### config.mk
export PLATFORM = sky130hd
export DESIGN_NAME = usb_in_packetizer_timeout_zlp
export DESIGN_NICKNAME = d
export VERILOG_FILES = /design/src/rtl/core/uipz_pkg.sv /design/src/rtl/core/uipz_store.sv /design/src/rtl/core/uipz_ctrl.sv /design/src/rtl/core/usb_in_packetizer_timeout_zlp.sv
export SDC_FILE = /design/constraint.sdc
export NUM_CORES = 1
export LEC_CHECK = 0
export ABC_AREA = 1
export BUFFER_PORTS_ARGS = -buffer_cell sky130_fd_sc_hd__buf_2
export CORE_AREA = 2 2 191 381
export DETAILED_ROUTE_END_ITERATION = 12
export DIE_AREA = 0 0 193 383
export MAX_ROUTING_LAYER = met4
export PLACE_DENSITY = 0.49
export SKIP_CTS_REPAIR_TIMING = 1
export SLEW_MARGIN = 20
export SYNTH_ARGS = -nofsm -noshare
export SYNTH_HDL_FRONTEND = slang
export SYNTH_SLANG_ARGS = --single-unit
### constraint.sdc
create_clock -name clk_i -period 6.6 [get_ports clk_i]
set_input_delay 0.33 -clock clk_i [delete_from_list [all_inputs] [get_ports clk_i]]
set_output_delay 0.33 -clock clk_i [all_outputs]
set_load 0.02 [all_outputs]
### src/rtl/core/uipz_pkg.sv
// ----------------------------------------------------------------------------
// uipz_pkg
// Shared types and constants for the USB IN packetizer with idle-timeout
// flush and zero-length packets.
// ----------------------------------------------------------------------------
package uipz_pkg;

  localparam int unsigned PACKET_BYTES_DEF = 64;
  localparam int unsigned BYTE_W           = 8;
  localparam int unsigned KIND_W           = 2;
  localparam int unsigned TIMEOUT_W        = 8;

  localparam logic [TIMEOUT_W-1:0] TIMEOUT_RESET = 8'd10;

  localparam logic [KIND_W-1:0] KIND_DATA  = 2'd0;
  localparam logic [KIND_W-1:0] KIND_TICK  = 2'd1;
  localparam logic [KIND_W-1:0] KIND_FLUSH = 2'd2;

  typedef enum logic [1:0] {
    ST_IDLE,
    ST_SEND,
    ST_ZLP
  } state_e;

endpackage

### src/rtl/core/uipz_store.sv
// ----------------------------------------------------------------------------
// uipz_store
// Packet byte store: one write port and one read port with registered data.
// ----------------------------------------------------------------------------
module uipz_store #(
  parameter int unsigned PACKET_BYTES = uipz_pkg::PACKET_BYTES_DEF,
  parameter int unsigned ADDR_W       = $clog2(PACKET_BYTES)
) (
  input  logic                        clk_i,
  input  logic                        we_i,
  input  logic [ADDR_W-1:0]           waddr_i,
  input  logic [uipz_pkg::BYTE_W-1:0] wdata_i,
  input  logic                        re_i,
  input  logic [ADDR_W-1:0]           raddr_i,
  output logic [uipz_pkg::BYTE_W-1:0] rdata_o
);

  logic [uipz_pkg::BYTE_W-1:0] mem_q [PACKET_BYTES];
  logic [uipz_pkg::BYTE_W-1:0] rdata_q;

  always_ff @(posedge clk_i) begin
    if (we_i) begin
      mem_q[waddr_i] <= wdata_i;
    end
  end

  always_ff @(posedge clk_i) begin
    if (re_i) begin
      rdata_q <= mem_q[raddr_i];
    end
  end

  assign rdata_o = rdata_q;

endmodule

### src/rtl/core/uipz_ctrl.sv
// ----------------------------------------------------------------------------
// uipz_ctrl
// Sequencer: fill count, zero-length mark and idle timer, and the emission
// burst that reads the store one byte per cycle while the output is not stalled.
// ----------------------------------------------------------------------------
module uipz_ctrl #(
  parameter int unsigned PACKET_BYTES = uipz_pkg::PACKET_BYTES_DEF,
  parameter int unsigned ADDR_W       = $clog2(PACKET_BYTES),
  parameter int unsigned CNT_W        = $clog2(PACKET_BYTES + 1)
) (
  input  logic                           clk_i,
  input  logic                           rst_ni,
  input  logic [uipz_pkg::TIMEOUT_W-1:0] timeout_i,
  input  logic                           in_valid_i,
  output logic                           in_stall_o,
  input  logic [uipz_pkg::KIND_W-1:0]    kind_i,
  input  logic [uipz_pkg::BYTE_W-1:0]    data_byte_i,
  output logic                           out_valid_o,
  input  logic                           out_stall_i,
  output logic [uipz_pkg::BYTE_W-1:0]    packet_byte_o,
  output logic                           last_o,
  output logic                           empty_packet_o,
  output logic                           we_o,
  output logic [ADDR_W-1:0]              waddr_o,
  output logic [uipz_pkg::BYTE_W-1:0]    wdata_o,
  output logic                           re_o,
  output logic [ADDR_W-1:0]              raddr_o,
  input  logic [uipz_pkg::BYTE_W-1:0]    rdata_i
);

  localparam logic [CNT_W-1:0] FULL_CNT  = CNT_W'(PACKET_BYTES);
  localparam logic [CNT_W-1:0] FULL_M1   = CNT_W'(PACKET_BYTES - 1);

  uipz_pkg::state_e             state_q, state_d;
  logic [CNT_W-1:0]             fill_q, fill_d;
  logic [CNT_W-1:0]             len_q, len_d;
  logic [ADDR_W-1:0]            idx_q, idx_d;
  logic                         zlp_q, zlp_d;
  logic [uipz_pkg::TIMEOUT_W-1:0] idle_q, idle_d;

  logic in_acc;
  logic out_acc;
  logic is_last;
  logic do_flush;

  assign in_acc  = in_valid_i && !in_stall_o;
  assign out_acc = out_valid_o && !out_stall_i;
  assign is_last = (CNT_W'(idx_q) + CNT_W'(1)) == len_q;

  assign we_o    = in_acc && (kind_i == uipz_pkg::KIND_DATA);
  assign waddr_o = fill_q[ADDR_W-1:0];
  assign wdata_o = data_byte_i;

  // next state and datapath
  always_comb begin
    state_d  = state_q;
    fill_d   = fill_q;
    len_d    = len_q;
    idx_d    = idx_q;
    zlp_d    = zlp_q;
    idle_d   = idle_q;
    re_o     = 1'b0;
    raddr_o  = '0;
    do_flush = 1'b0;
    case (state_q)
      uipz_pkg::ST_IDLE: begin
        if (in_acc) begin
          case (kind_i)
            uipz_pkg::KIND_DATA: begin
              idle_d = '0;
              if (fill_q == FULL_M1) begin
                len_d   = FULL_CNT;
                fill_d  = '0;
                zlp_d   = 1'b1;
                idx_d   = '0;
                re_o    = 1'b1;
                state_d = uipz_pkg::ST_SEND;
              end else begin
                fill_d = fill_q + CNT_W'(1);
                zlp_d  = 1'b0;
              end
            end
            uipz_pkg::KIND_TICK: begin
              if (idle_q >= timeout_i) begin
                do_flush = 1'b1;
              end else begin
                idle_d = idle_q + uipz_pkg::TIMEOUT_W'(1);
              end
            end
            uipz_pkg::KIND_FLUSH: begin
              do_flush = 1'b1;
            end
            default: begin
            end
          endcase
          if (do_flush) begin
            if (fill_q != '0) begin
              len_d   = fill_q;
              fill_d  = '0;
              zlp_d   = 1'b0;
              idle_d  = '0;
              idx_d   = '0;
              re_o    = 1'b1;
              state_d = uipz_pkg::ST_SEND;
            end else if (zlp_q) begin
              zlp_d   = 1'b0;
              idle_d  = '0;
              state_d = uipz_pkg::ST_ZLP;
            end
          end
        end
      end
      uipz_pkg::ST_SEND: begin
        if (out_acc) begin
          if (is_last) begin
            state_d = uipz_pkg::ST_IDLE;
          end else begin
            idx_d   = idx_q + ADDR_W'(1);
            re_o    = 1'b1;
            raddr_o = idx_q + ADDR_W'(1);
          end
        end
      end
      uipz_pkg::ST_ZLP: begin
        if (out_acc) begin
          state_d = uipz_pkg::ST_IDLE;
        end
      end
      default: begin
        state_d = uipz_pkg::ST_IDLE;
      end
    endcase
  end

  // outputs
  always_comb begin
    in_stall_o     = 1'b1;
    out_valid_o    = 1'b0;
    packet_byte_o  = '0;
    last_o         = 1'b0;
    empty_packet_o = 1'b0;
    case (state_q)
      uipz_pkg::ST_IDLE: begin
        in_stall_o = 1'b0;
      end
      uipz_pkg::ST_SEND: begin
        out_valid_o   = 1'b1;
        packet_byte_o = rdata_i;
        last_o        = is_last;
      end
      uipz_pkg::ST_ZLP: begin
        out_valid_o    = 1'b1;
        last_o         = 1'b1;
        empty_packet_o = 1'b1;
      end
      default: begin
      end
    endcase
  end

  always_ff @(posedge clk_i or negedge rst_ni) begin
    if (!rst_ni) begin
      state_q <= uipz_pkg::ST_IDLE;
      fill_q  <= '0;
      zlp_q   <= 1'b0;
      idle_q  <= '0;
    end else begin
      state_q <= state_d;
      fill_q  <= fill_d;
      zlp_q   <= zlp_d;
      idle_q  <= idle_d;
    end
  end

  always_ff @(posedge clk_i) begin
    len_q <= len_d;
    idx_q <= idx_d;
  end

endmodule

### src/rtl/core/usb_in_packetizer_timeout_zlp.sv
// ----------------------------------------------------------------------------
// usb_in_packetizer_timeout_zlp
// USB bulk IN packetizer: collects bytes in a store, emits full packets,
// flushes partial packets on idle timeout or request, and on such a flush
// right after a full packet sends a zero-length packet.
// ----------------------------------------------------------------------------
// a transaction is taken when idle; the first result is valid the cycle
// after it; the taking cycle issues the first store read and one byte per
// cycle follows while the output is not stalled; a zero-length packet is a
// single item; output stalls hold the emission and input is stalled during
// emission; reset clears fill count, zero-length mark and idle timer and
// sets the timeout to ten ticks, the store is not cleared
// ----------------------------------------------------------------------------
module usb_in_packetizer_timeout_zlp #(
  parameter int unsigned PACKET_BYTES = uipz_pkg::PACKET_BYTES_DEF
) (
  input  logic                           clk_i,
  input  logic                           rst_ni,
  input  logic                           cfg_we_i,
  input  logic [uipz_pkg::TIMEOUT_W-1:0] cfg_wdata_i,
  input  logic                           in_valid_i,
  output logic                           in_stall_o,
  input  logic [uipz_pkg::KIND_W-1:0]    kind_i,
  input  logic [uipz_pkg::BYTE_W-1:0]    data_byte_i,
  output logic                           out_valid_o,
  input  logic                           out_stall_i,
  output logic [uipz_pkg::BYTE_W-1:0]    packet_byte_o,
  output logic                           last_o,
  output logic                           empty_packet_o
);

  localparam int unsigned ADDR_W = $clog2(PACKET_BYTES);
  localparam int unsigned CNT_W  = $clog2(PACKET_BYTES + 1);

  logic [uipz_pkg::TIMEOUT_W-1:0] timeout_q;
  logic                           we;
  logic [ADDR_W-1:0]              waddr;
  logic [uipz_pkg::BYTE_W-1:0]    wdata;
  logic                           re;
  logic [ADDR_W-1:0]              raddr;
  logic [uipz_pkg::BYTE_W-1:0]    rdata;

  always_ff @(posedge clk_i or negedge rst_ni) begin
    if (!rst_ni) begin
      timeout_q <= uipz_pkg::TIMEOUT_RESET;
    end else if (cfg_we_i) begin
      timeout_q <= cfg_wdata_i;
    end
  end

  uipz_ctrl #(
    .PACKET_BYTES (PACKET_BYTES),
    .ADDR_W       (ADDR_W),
    .CNT_W        (CNT_W)
  ) u_ctrl (
    .clk_i          (clk_i),
    .rst_ni         (rst_ni),
    .timeout_i      (timeout_q),
    .in_valid_i     (in_valid_i),
    .in_stall_o     (in_stall_o),
    .kind_i         (kind_i),
    .data_byte_i    (data_byte_i),
    .out_valid_o    (out_valid_o),
    .out_stall_i    (out_stall_i),
    .packet_byte_o  (packet_byte_o),
    .last_o         (last_o),
    .empty_packet_o (empty_packet_o),
    .we_o           (we),
    .waddr_o        (waddr),
    .wdata_o        (wdata),
    .re_o           (re),
    .raddr_o        (raddr),
    .rdata_i        (rdata)
  );

  uipz_store #(
    .PACKET_BYTES (PACKET_BYTES),
    .ADDR_W       (ADDR_W)
  ) u_store (
    .clk_i   (clk_i),
    .we_i    (we),
    .waddr_i (waddr),
    .wdata_i (wdata),
    .re_i    (re),
    .raddr_i (raddr),
    .rdata_o (rdata)
  );

  // no write lands on the entry being read in the same cycle
  assert property (@(posedge clk_i) disable iff (!rst_ni)
    (we && re) |-> (waddr != raddr))
    else $error("store write and read collide");

  // input is held off for the whole emission burst
  assert property (@(posedge clk_i) disable iff (!rst_ni)
    out_valid_o |-> in_stall_o)
    else $error("input taken during emission");

  // a zero-length packet is a single closing item with a zero byte
  assert property (@(posedge clk_i) disable iff (!rst_ni)
    (out_valid_o && empty_packet_o) |-> (last_o && (packet_byte_o == '0)))
    else $error("malformed zero-length packet");

  // the burst ends right after its final transaction
  assert property (@(posedge clk_i) disable iff (!rst_ni)
    (out_valid_o && !out_stall_i && last_o) |=> !out_valid_o)
    else $error("output continues past packet end");

endmodule
==> run summary, run 1 <==
layout cells sized above 1: 0.06209
internal power: 0.005772 W
WP data required: 6.95 ns
CP Class: register to register
Startpoint Class: register
switch share: 0.2612
post-layout instance area: 0.02744 mm^2
Psw: 0.002041 W
# port buffers: 34
Arr. time, crit path: 4.79 ns
synthesis warning total: 0
Congestion Overflow GR: 0
RSZ-0062 raised after global routing: false
Pleak: 11.11 nW
transition time of the tightest slew-check pin: 1.052 ns
metal2 WL: 34810 um
slowest CP cell: nor2_4
Seq pwr share: 0.524
top sig layer: met4
worst min-delay path startpoint: cfg_we_i
Worst-Skew Late Latency: 0.60 ns
FMAX: 0.2254 GHz
detailed router's first-iteration violation count: 1213
die extent in x: 193 um
met1 wire length: 29200 um
CP delay by family, top: simple AND/OR/NAND/NOR gates
min Tclk post-route: 4.437 ns
Worst Skew: 0.01514 ns
met3 routed wirelength: 3148 um
Row Count: 139
die height: 383 um
count of cell types in the netlist: 33
Setup WS post-layout: 2.163 ns
CORE AREA: 0.07131 mm^2
hold crit path type: input port to register
syn_nets: 2436
Fillers: 7066
Overall Power: 0.007813 W
Via Count: 16650
FF-to-FF Start: u_ctrl.idx_q[0]
status: finished clean
post-place instance area: 0.02578 mm^2
max-cap violations: 0
Num CTS Buffers: 53
PwrDens: 284.7 mW/mm^2
worst path bufs/invs: 3
R2R setup slack: 2.16 ns
Via-to-Cell Ratio: 4.950
logic gate share of total power: 0.106
vias in the first global route: 16340
RePlAce Congestion: 0.8433
Bufs on Longest Clock Path: 3
Slew Viols, Final: 0
first-pass GRT wire length: 105000 um
Setup TNS Final: 0 ns
gr usage total: 0.1965
period utilization: 0.6722
number of nets still failing antenna checks after routing: 0
Mean Syn Cell Area: 10.33 um^2
synthesis-stage register bit count: 559
initial antenna violation count: 0
IO Pins: 35
final setup vio count: 0
Slew HR: 0.2981
area delta synth->final: 10.93%
Post-Syn Area: 0.02474 mm^2
drt total wl: 69610 um
Fin. Hold Viols: 0
Mapped Cells: 2395
dpl ws: 2.179 ns
Worst-path clk slew: 0.07 ns
Worst Setup SP: u_ctrl.idx_q[0]
Final #Nets: 2450
Initial Utilization: 0.3469
CTS tree: built
pin count of the biggest net entering global routing: 151
proportion of synthesized chip area in sequential cells: 0.6734
# DRC: 0
maximum VDD drop: 234.2 uV
H-tree depth: 2
root buffer cell: clkbuf_16
Clock Power Share: 0.370
Setup crit end kind: register
die area: 0.07392 mm^2
routed length per placed instance: 20.69 um
crit-path max cell delay: 0.68 ns
DP Wirelength: 40960 um
crit-path cells: ha_1, nand2_1, inv_1, nand2_1, nand2_1, nand2_1, nand3_1, nor2_1, nand2_1, nand3_2, nor2_4, inv_4, buf_4, nand3_1, nand3_1, nand3_1, nand3_1, nand3_1, nand2_1
# diodes: 0
CTS Sinks: 559
Crit Path Max Fanout: 73
DRT Pass-1 Iters: 7
-- final cells by class --
class / count / area, um^2 / share of cell area
flip-flops and latches: 559 / 16660 / 0.6071
multi-input cells: 1337 / 6108 / 0.2226
inverters: 388 / 1459 / 0.05317
clock buffers: 66 / 1375 / 0.05011
well taps: 916 / 1146 / 0.04177
repair buffers: 70 / 500.5 / 0.01824
clock inverters: 28 / 192.7 / 0.007022
-- logic make-up (layout without fill, tap and decap cells) --
family	count (synthesis)	in the layout	synth area share
AO/OA/AOI/OAI	137	137	0.03419
XOR/XNOR	1	1	0.0003541
adder cells (fa/ha/maj)	18	18	0.009104
buffers and inverters	499	552	0.08098
flip-flops	559	559	0.6734
multiplexers	1	1	0.0004552
AND/OR/NAND/NOR	1180	1180	0.2015
-- per-layer routing --
metal,global-route usage,up-vias
met1,0.2474,8150
met4,0.06720,0
met2,0.3252,418
met3,0.02579,111
met5,-,-
li1,-,7973
-- worst min-delay path: stages --
cell	delay, ns
buf_2	0.17
nand2_1	0.07
o21ai_0	0.07
-- cell usage after synthesis, drive strengths merged --
| library cell | count | area (um^2) |
|---|---|---|
| o21a | 1 | 7.510 |
| clkbuf | 25 | 93.84 |
| dfrtp | 24 | 600.6 |
| dfstp | 2 | 52.55 |
| mux2 | 1 | 11.26 |
| nor2 | 109 | 424.2 |
| o22ai | 20 | 125.1 |
| a31oi | 1 | 6.260 |
| buf | 86 | 450.4 |
| a22oi | 1 | 7.510 |
| nor3 | 7 | 35.03 |
| o21ai | 53 | 265.3 |
| nor4 | 2 | 12.51 |
| nand2 | 653 | 2451 |
| a21oi | 10 | 50.05 |
| ha | 18 | 225.2 |
| inv | 387 | 1455 |
| o211ai | 49 | 367.9 |
| clkinv | 1 | 3.750 |
| nand3 | 401 | 2012 |
| a221oi | 1 | 8.760 |
| nand4 | 8 | 50.05 |
| edfxtp | 533 | 16010 |
| o21bai | 1 | 7.510 |
| xor2 | 1 | 8.760 |
-- power groups by stage --
stage / sequential (W) / clock (W) / combinational, W
after floorplan: 0.00413 / 0 / 0.000523
after global placement: 0.00417 / 0 / 0.000836
after detailed placement: 0.00417 / 0 / 0.000835
after CTS: 0.00409 / 0.00295 / 0.000836
after global routing: 0.00411 / 0.00307 / 0.000940
final: 0.00409 / 0.00289 / 0.000830
-- state kept, by name, summed over array words and instances, names as in the netlist --
signal and flops:
u_store.mem_q 512, timeout_q 8, u_ctrl.idle_q 8, u_store.rdata_o 8, u_ctrl.fill_q 7, u_ctrl.len_q 7, u_ctrl.idx_q 6, u_ctrl.state_q 2
u_ctrl.zlp_q 1
-- final timing paths --
kind / end / cells after the start
min reg2reg: timeout_q[1] / 2
min: timeout_q[1] / 3
max: u_store.rdata_o[1] / 19
max reg2reg: u_store.rdata_o[1] / 19
max in group asynchronous: timeout_q[0] / 2
min in group asynchronous: timeout_q[4] / 2
-- layout by cell type, fill, tap and decap left out, types with 2 or more instances in the layout --
cell type	n
o21ai_1	2
nand4_1	8
bufinv_16	2
dfrtp_1	24
clkinv_1	9
o211ai_1	49
clkinvlp_4	5
clkbuf_16	53
buf_2	34
nor2_2	4
nor2_4	3
buf_4	24
buf_12	3
ha_1	18
nand3_1	400
edfxtp_1	533
o22ai_1	20
inv_1	381
a21oi_1	10
nand2_1	653
inv_2	5
nor3_1	7
dlygate4sd3_1	9
nor2_1	102
clkinv_2	13
dfstp_2	2
o21ai_0	51
clkbuf_1	13
-- stage by stage --
stage                       util  std cells  hold slack [ns]
after floorplan                -       2395          0.03441
after global placement    0.3616       3261           0.3845
after detailed placement  0.3616       3261           0.3907
after CTS                 0.3836       3355          -0.2575
after global routing      0.3848       3364          0.07970
final                     0.3848       3364          0.06020
No activity file was read; power rests on OpenSTA's default activity.
==> inputs of run 2 (changes only) <==
clock period = 4.6 ns   (was 6.6 ns; I/O delays follow)
==> run summary, run 2 (same netlist as run 1, synthesis figures left out) <==
status: complete, but fails checks
failing checks: hold timing
FF-to-FF Start: u_ctrl.idx_q[0]
slowest CP cell: nand4_1
# port buffers: 34
CP Class: register to register
Num CTS Buffers: 54
root buffer cell: clkbuf_16
Biggest register: u_store.mem_q
Pleak: 11.55 nW
PwrDens: 408.0 mW/mm^2
post-layout instance area: 0.02816 mm^2
Final #Nets: 2512
Worst-Skew Late Latency: 0.61 ns
commonest non-fill, non-tap cell in the layout: nand2_1
gr usage total: 0.1920
Via Count: 16570
die height: 383 um
Worst path depth: 19
transition time of the tightest slew-check pin: 0.9850 ns
# diodes: 0
CTS Sinks: 559
RR Endpoint: u_store.rdata_o[6]
Worst Skew: 0.02562 ns
Crit Path Max Fanout: 28
CTS tree: built
worst min-delay path startpoint: cfg_we_i
# DRC: 0
Bufs on Longest Clock Path: 3
detailed router's first-iteration violation count: 1344
Setup crit end kind: register
number of nets still failing antenna checks after routing: 0
WP data required: 4.96 ns
WHS: -0.01149 ns
drt total wl: 68170 um
die area: 0.07392 mm^2
routed length per placed instance: 19.86 um
initial antenna violation count: 1
die extent in x: 193 um
crit-path max cell delay: 0.65 ns
CP delay by family, top: simple AND/OR/NAND/NOR gates
final setup vio count: 0
Setup TNS Final: 0 ns
min Tclk post-route: 3.832 ns
max-cap violations: 0
max reg flops: 512
switch share: 0.2589
Seq pwr share: 0.511
crit-path cells: ha_1, inv_1, nand2_1, nand2_1, nand2_1, nand2_1, nor2_1, nand2_1, nor2_1, nand2_1, nand4_1, buf_12, buf_4, o211ai_1, nand3_1, nand3_1, nand3_1, nand3_1, nand2_1
Slew HR: 0.3409
Congestion Overflow GR: 0
first-pass GRT wire length: 102300 um
logic gate share of total power: 0.108
vias in the first global route: 16010
post-place instance area: 0.02631 mm^2
Fin. Hold Viols: 5
Arr. time, crit path: 4.19 ns
Startpoint Class: register
fin util: 0.3950
Slew Viols, Final: 0
hold crit path type: input port to register
Worst-path clk slew: 0.06 ns
Via-to-Cell Ratio: 4.827
layout cells sized above 1: 0.08784
maximum VDD drop: 328.4 uV
DRT Pass-1 Iters: 6
Initial Utilization: 0.3469
area delta synth->final: 13.85%
most frequent cells in the layout: nand2_1, edfxtp_1, nand3_1, inv_1, nor2_1
RSZ-0062 raised after global routing: false
hold depth: 2
RePlAce Congestion: 0.8291
pin count of the biggest net entering global routing: 66
DP Wirelength: 41860 um
worst path bufs/invs: 3
Fillers: 7043
Row Count: 139
Psw: 0.002975 W
period utilization: 0.8331
CORE AREA: 0.07131 mm^2
internal power: 0.008517 W
Crit path top cell by count: nand2_1
FMAX: 0.2610 GHz
R2R setup slack: 0.77 ns
r2r worst-path depth: 19
H-tree depth: 2
Clock Power Share: 0.382
hold-critical path endpoint: timeout_q[1]
IO Pins: 35
[run 2: cell types whose count changed in the layout (fill, tap and decap cells not counted), sizes merged]
| cell | previous run | this run |
|---|---|---|
| clkbuf | 66 | 62 |
| bufinv | 2 | 4 |
| buf | 61 | 118 |
| dlygate4sd3 | 9 | 13 |
| clkinvlp | 5 | 3 |
| clkinv | 22 | 31 |
| inv | 387 | 389 |
[run 2: layer usage]
| metal | up-vias | share of wire | global-route usage |
|---|---|---|---|
| li1 | 8128 | - | - |
| met1 | 7893 | 0.43 | 0.2464 |
| met2 | 432 | 0.49 | 0.3098 |
| met3 | 112 | 0.048 | 0.02799 |
| met4 | 0 | 0.036 | 0.06692 |
| met5 | - | 0 | - |
[run 2: how the worst max path moves through the flow]
| stage | slack, ns | from | endpoint |
|---|---|---|---|
| detailed placement | 0.74 | u_ctrl.idx_q[0] | u_store.rdata_o[6] |
| floorplan | 1.89 | timeout_q[3] | u_store.rdata_o[0] |
| CTS | 0.71 | u_ctrl.idx_q[0] | u_store.rdata_o[6] |
| finish | 0.77 | u_ctrl.idx_q[0] | u_store.rdata_o[6] |
| global route | 0.43 | u_ctrl.idx_q[0] | u_store.rdata_o[6] |
| global placement | 0.69 | u_ctrl.idx_q[0] | u_store.rdata_o[6] |
[run 2: through the flow]
stage | setup slack [ns] | total power (W) | instances | hold slack [ns]
finish | 0.7679 | 0.01149 | 3432 | -0.01149
global route | 0.4317 | 0.01194 | 3432 | 0.01114
CTS | 0.7070 | 0.01160 | 3419 | -0.3768
detailed placement | 0.7351 | 0.007206 | 3318 | 0.2852
global placement | 0.6938 | 0.007208 | 3318 | 0.2852
floorplan | 1.888 | 0.006682 | 2395 | -0.06559
[run 2: area by class of cell]
type                       count  area [um^2]  share of cell area
multi-input combinational   1337         6100              0.2166
tap                          916         1146             0.04069
clock buffer                  62         1423             0.05051
sequential                   559        16660              0.5915
timing repair buffer         131         1081             0.03838
clock inverter                39        297.8             0.01057
inverter                     388         1459             0.05180
[run 2: power groups by stage]
| stage | Clock (W) | Combinational, W | Sequential [W] |
|---|---|---|---|
| 2_1_floorplan | 0 | 0.000750 | 0.00593 |
| 3_3_place_gp | 0 | 0.00123 | 0.00598 |
| 3_5_place_dp | 0 | 0.00123 | 0.00597 |
| 4_1_cts | 0.00450 | 0.00124 | 0.00587 |
| 5_1_grt | 0.00468 | 0.00138 | 0.00588 |
| 6_report | 0.00439 | 0.00124 | 0.00587 |
==> inputs of run 3 (changes only) <==
PLACE_DENSITY = 0.51   (was 0.49)
clock period = 3.5 ns   (was 4.6 ns; I/O delays follow)
==> run summary, run 3 (same netlist as run 1, synthesis figures left out) <==
hold crit path type: input port to register
r2r worst-path depth: 20
DRT Pass-1 Iters: 6
die area: 0.07392 mm^2
H-tree depth: 2
crit-path max cell delay: 0.40 ns
period utilization: 0.9393
# diodes: 0
dpl ws: -0.01538 ns
WP data required: 3.85 ns
Worst Skew: 0.01994 ns
Slew Viols, Final: 0
Via Count: 17120
post-place instance area: 0.02664 mm^2
Fillers: 6948
Pleak: 11.90 nW
worst min-delay path startpoint: cfg_we_i
Final #Nets: 2566
die extent in x: 193 um
Biggest register: u_store.mem_q
slowest CP cell: edfxtp_1
CTS tree: built
Post-Place Cells: 3351
Worst-Skew Late Latency: 0.60 ns
layout cells sized above 1: 0.1037
vias in the first global route: 16390
RePlAce Congestion: 0.8325
Psw: 0.003871 W
WHS: -0.03232 ns
maximum VDD drop: 454.8 uV
Arr. time, crit path: 3.63 ns
CTS Sinks: 559
Worst-path clk slew: 0.06 ns
max-cap violations: 0
DP Wirelength: 43820 um
pin count of the biggest net entering global routing: 62
PwrDens: 537.0 mW/mm^2
Crit Path Max Fanout: 22
commonest non-fill, non-tap cell in the layout: nand2_1
max reg flops: 512
first-pass GRT wire length: 104600 um
failing checks: hold timing
multi-input combinational cell area: 0.006165 mm^2
status: complete, but fails checks
internal power: 0.01165 W
R2R setup slack: 0.21 ns
gr usage total: 0.1951
Final Non-Filler Cells: 3481
crit-path cells: ha_2, nand2_1, inv_1, nand2_1, nand2_1, nand2_1, nand3_1, nor2_2, nand2_2, nand4_1, buf_12, clkbuf_8, buf_4, clkbuf_16, o211ai_1, nand3_1, nand3_1, nand3_1, nand3_1, nand2_1
RR Endpoint: u_store.rdata_o[4]
logic gate share of total power: 0.114
CP Class: register to register
drt total wl: 70700 um
routed length per placed instance: 20.31 um
Seq pwr share: 0.496
post-layout instance area: 0.02891 mm^2
CORE AREA: 0.07131 mm^2
# DRC: 0
Setup crit end kind: register
Overall Power: 0.01552 W
hold-critical path endpoint: timeout_q[5]
number of nets still failing antenna checks after routing: 0
# port buffers: 34
switch share: 0.2493
Num CTS Buffers: 53
Bufs on Longest Clock Path: 3
Slew HR: 0.3096
Via-to-Cell Ratio: 4.918
die height: 383 um
transition time of the tightest slew-check pin: 1.036 ns
FMAX: 0.3042 GHz
area delta synth->final: 16.85%
Setup WS post-layout: 0.2123 ns
Initial Utilization: 0.3469
min Tclk post-route: 3.288 ns
most frequent cells in the layout: nand2_1, edfxtp_1, nand3_1, inv_1, buf_4
root buffer cell: clkbuf_16
detailed router's first-iteration violation count: 1434
IO Pins: 35
Congestion Overflow GR: 0
Row Count: 139
storage element area: 0.01666 mm^2
hold depth: 2
Clock Power Share: 0.390
final setup vio count: 0
FF-to-FF Start: u_ctrl.idx_q[1]
Fin. Hold Viols: 3
Startpoint Class: register
initial antenna violation count: 0
run 3: layer usage:
metal  GRT usage  vias to the layer above  share of wire
met3     0.02140                       94          0.047
met1      0.2539                     8344           0.42
met2      0.3250                      448           0.51
li1            -                     8232              -
met4     0.04910                        0          0.024
met5           -                        -              0
run 3: cell type report:
class | instances | share of cell area
Clock inverter | 30 | 0.01424
Sequential cell | 559 | 0.5763
Multi-Input combinational cell | 1337 | 0.2133
Clock buffer | 65 | 0.04744
Inverter | 388 | 0.05056
Tap cell | 916 | 0.03965
Timing Repair Buffer | 186 | 0.05856
run 3: stage by stage:
stage,util,hold WS (ns),TNS (ns)
2_1_floorplan,-,-0.1206,0
3_3_place_gp,0.3736,0.2244,0
3_5_place_dp,0.3736,0.2239,-0.01538
4_1_cts,0.3986,-0.4338,-0.08328
5_1_grt,0.4054,-0.01855,-0.04956
6_report,0.4054,-0.03232,0
run 3: worst max-delay path, delay by kind of cell (launching register included):
family                   cells  cell delay (ns)
buffers and inverters        5             0.82
AND/OR/NAND/NOR             13             1.44
flip-flops                   1             0.40
AO/OA/AOI/OAI                1             0.16
adder cells (fa/ha/maj)      1             0.22
run 3: power groups by stage:
| stage | clock [W] | sequential, W | combinational (W) |
|---|---|---|---|
| after floorplan | 0 | 0.00780 | 0.000986 |
| after global placement | 0 | 0.00784 | 0.00170 |
| after detailed placement | 0 | 0.00784 | 0.00170 |
| after CTS | 0.00618 | 0.00770 | 0.00170 |
| after global routing | 0.00643 | 0.00772 | 0.00195 |
| final | 0.00606 | 0.00770 | 0.00177 |
run 3: worst max-delay path by stage:
stage	from	endpoint	slack [ns]	cells after the start
floorplan	timeout_q[3]	u_store.rdata_o[0]	0.79	12
global placement	u_ctrl.idx_q[0]	u_store.rdata_o[7]	0.02	20
detailed placement	u_ctrl.idx_q[0]	u_store.rdata_o[7]	-0.02	20
CTS	u_ctrl.idx_q[0]	u_store.rdata_o[7]	-0.05	20
global route	u_ctrl.idx_q[1]	u_store.rdata_o[3]	-0.03	22
finish	u_ctrl.idx_q[1]	u_store.rdata_o[4]	0.21	20
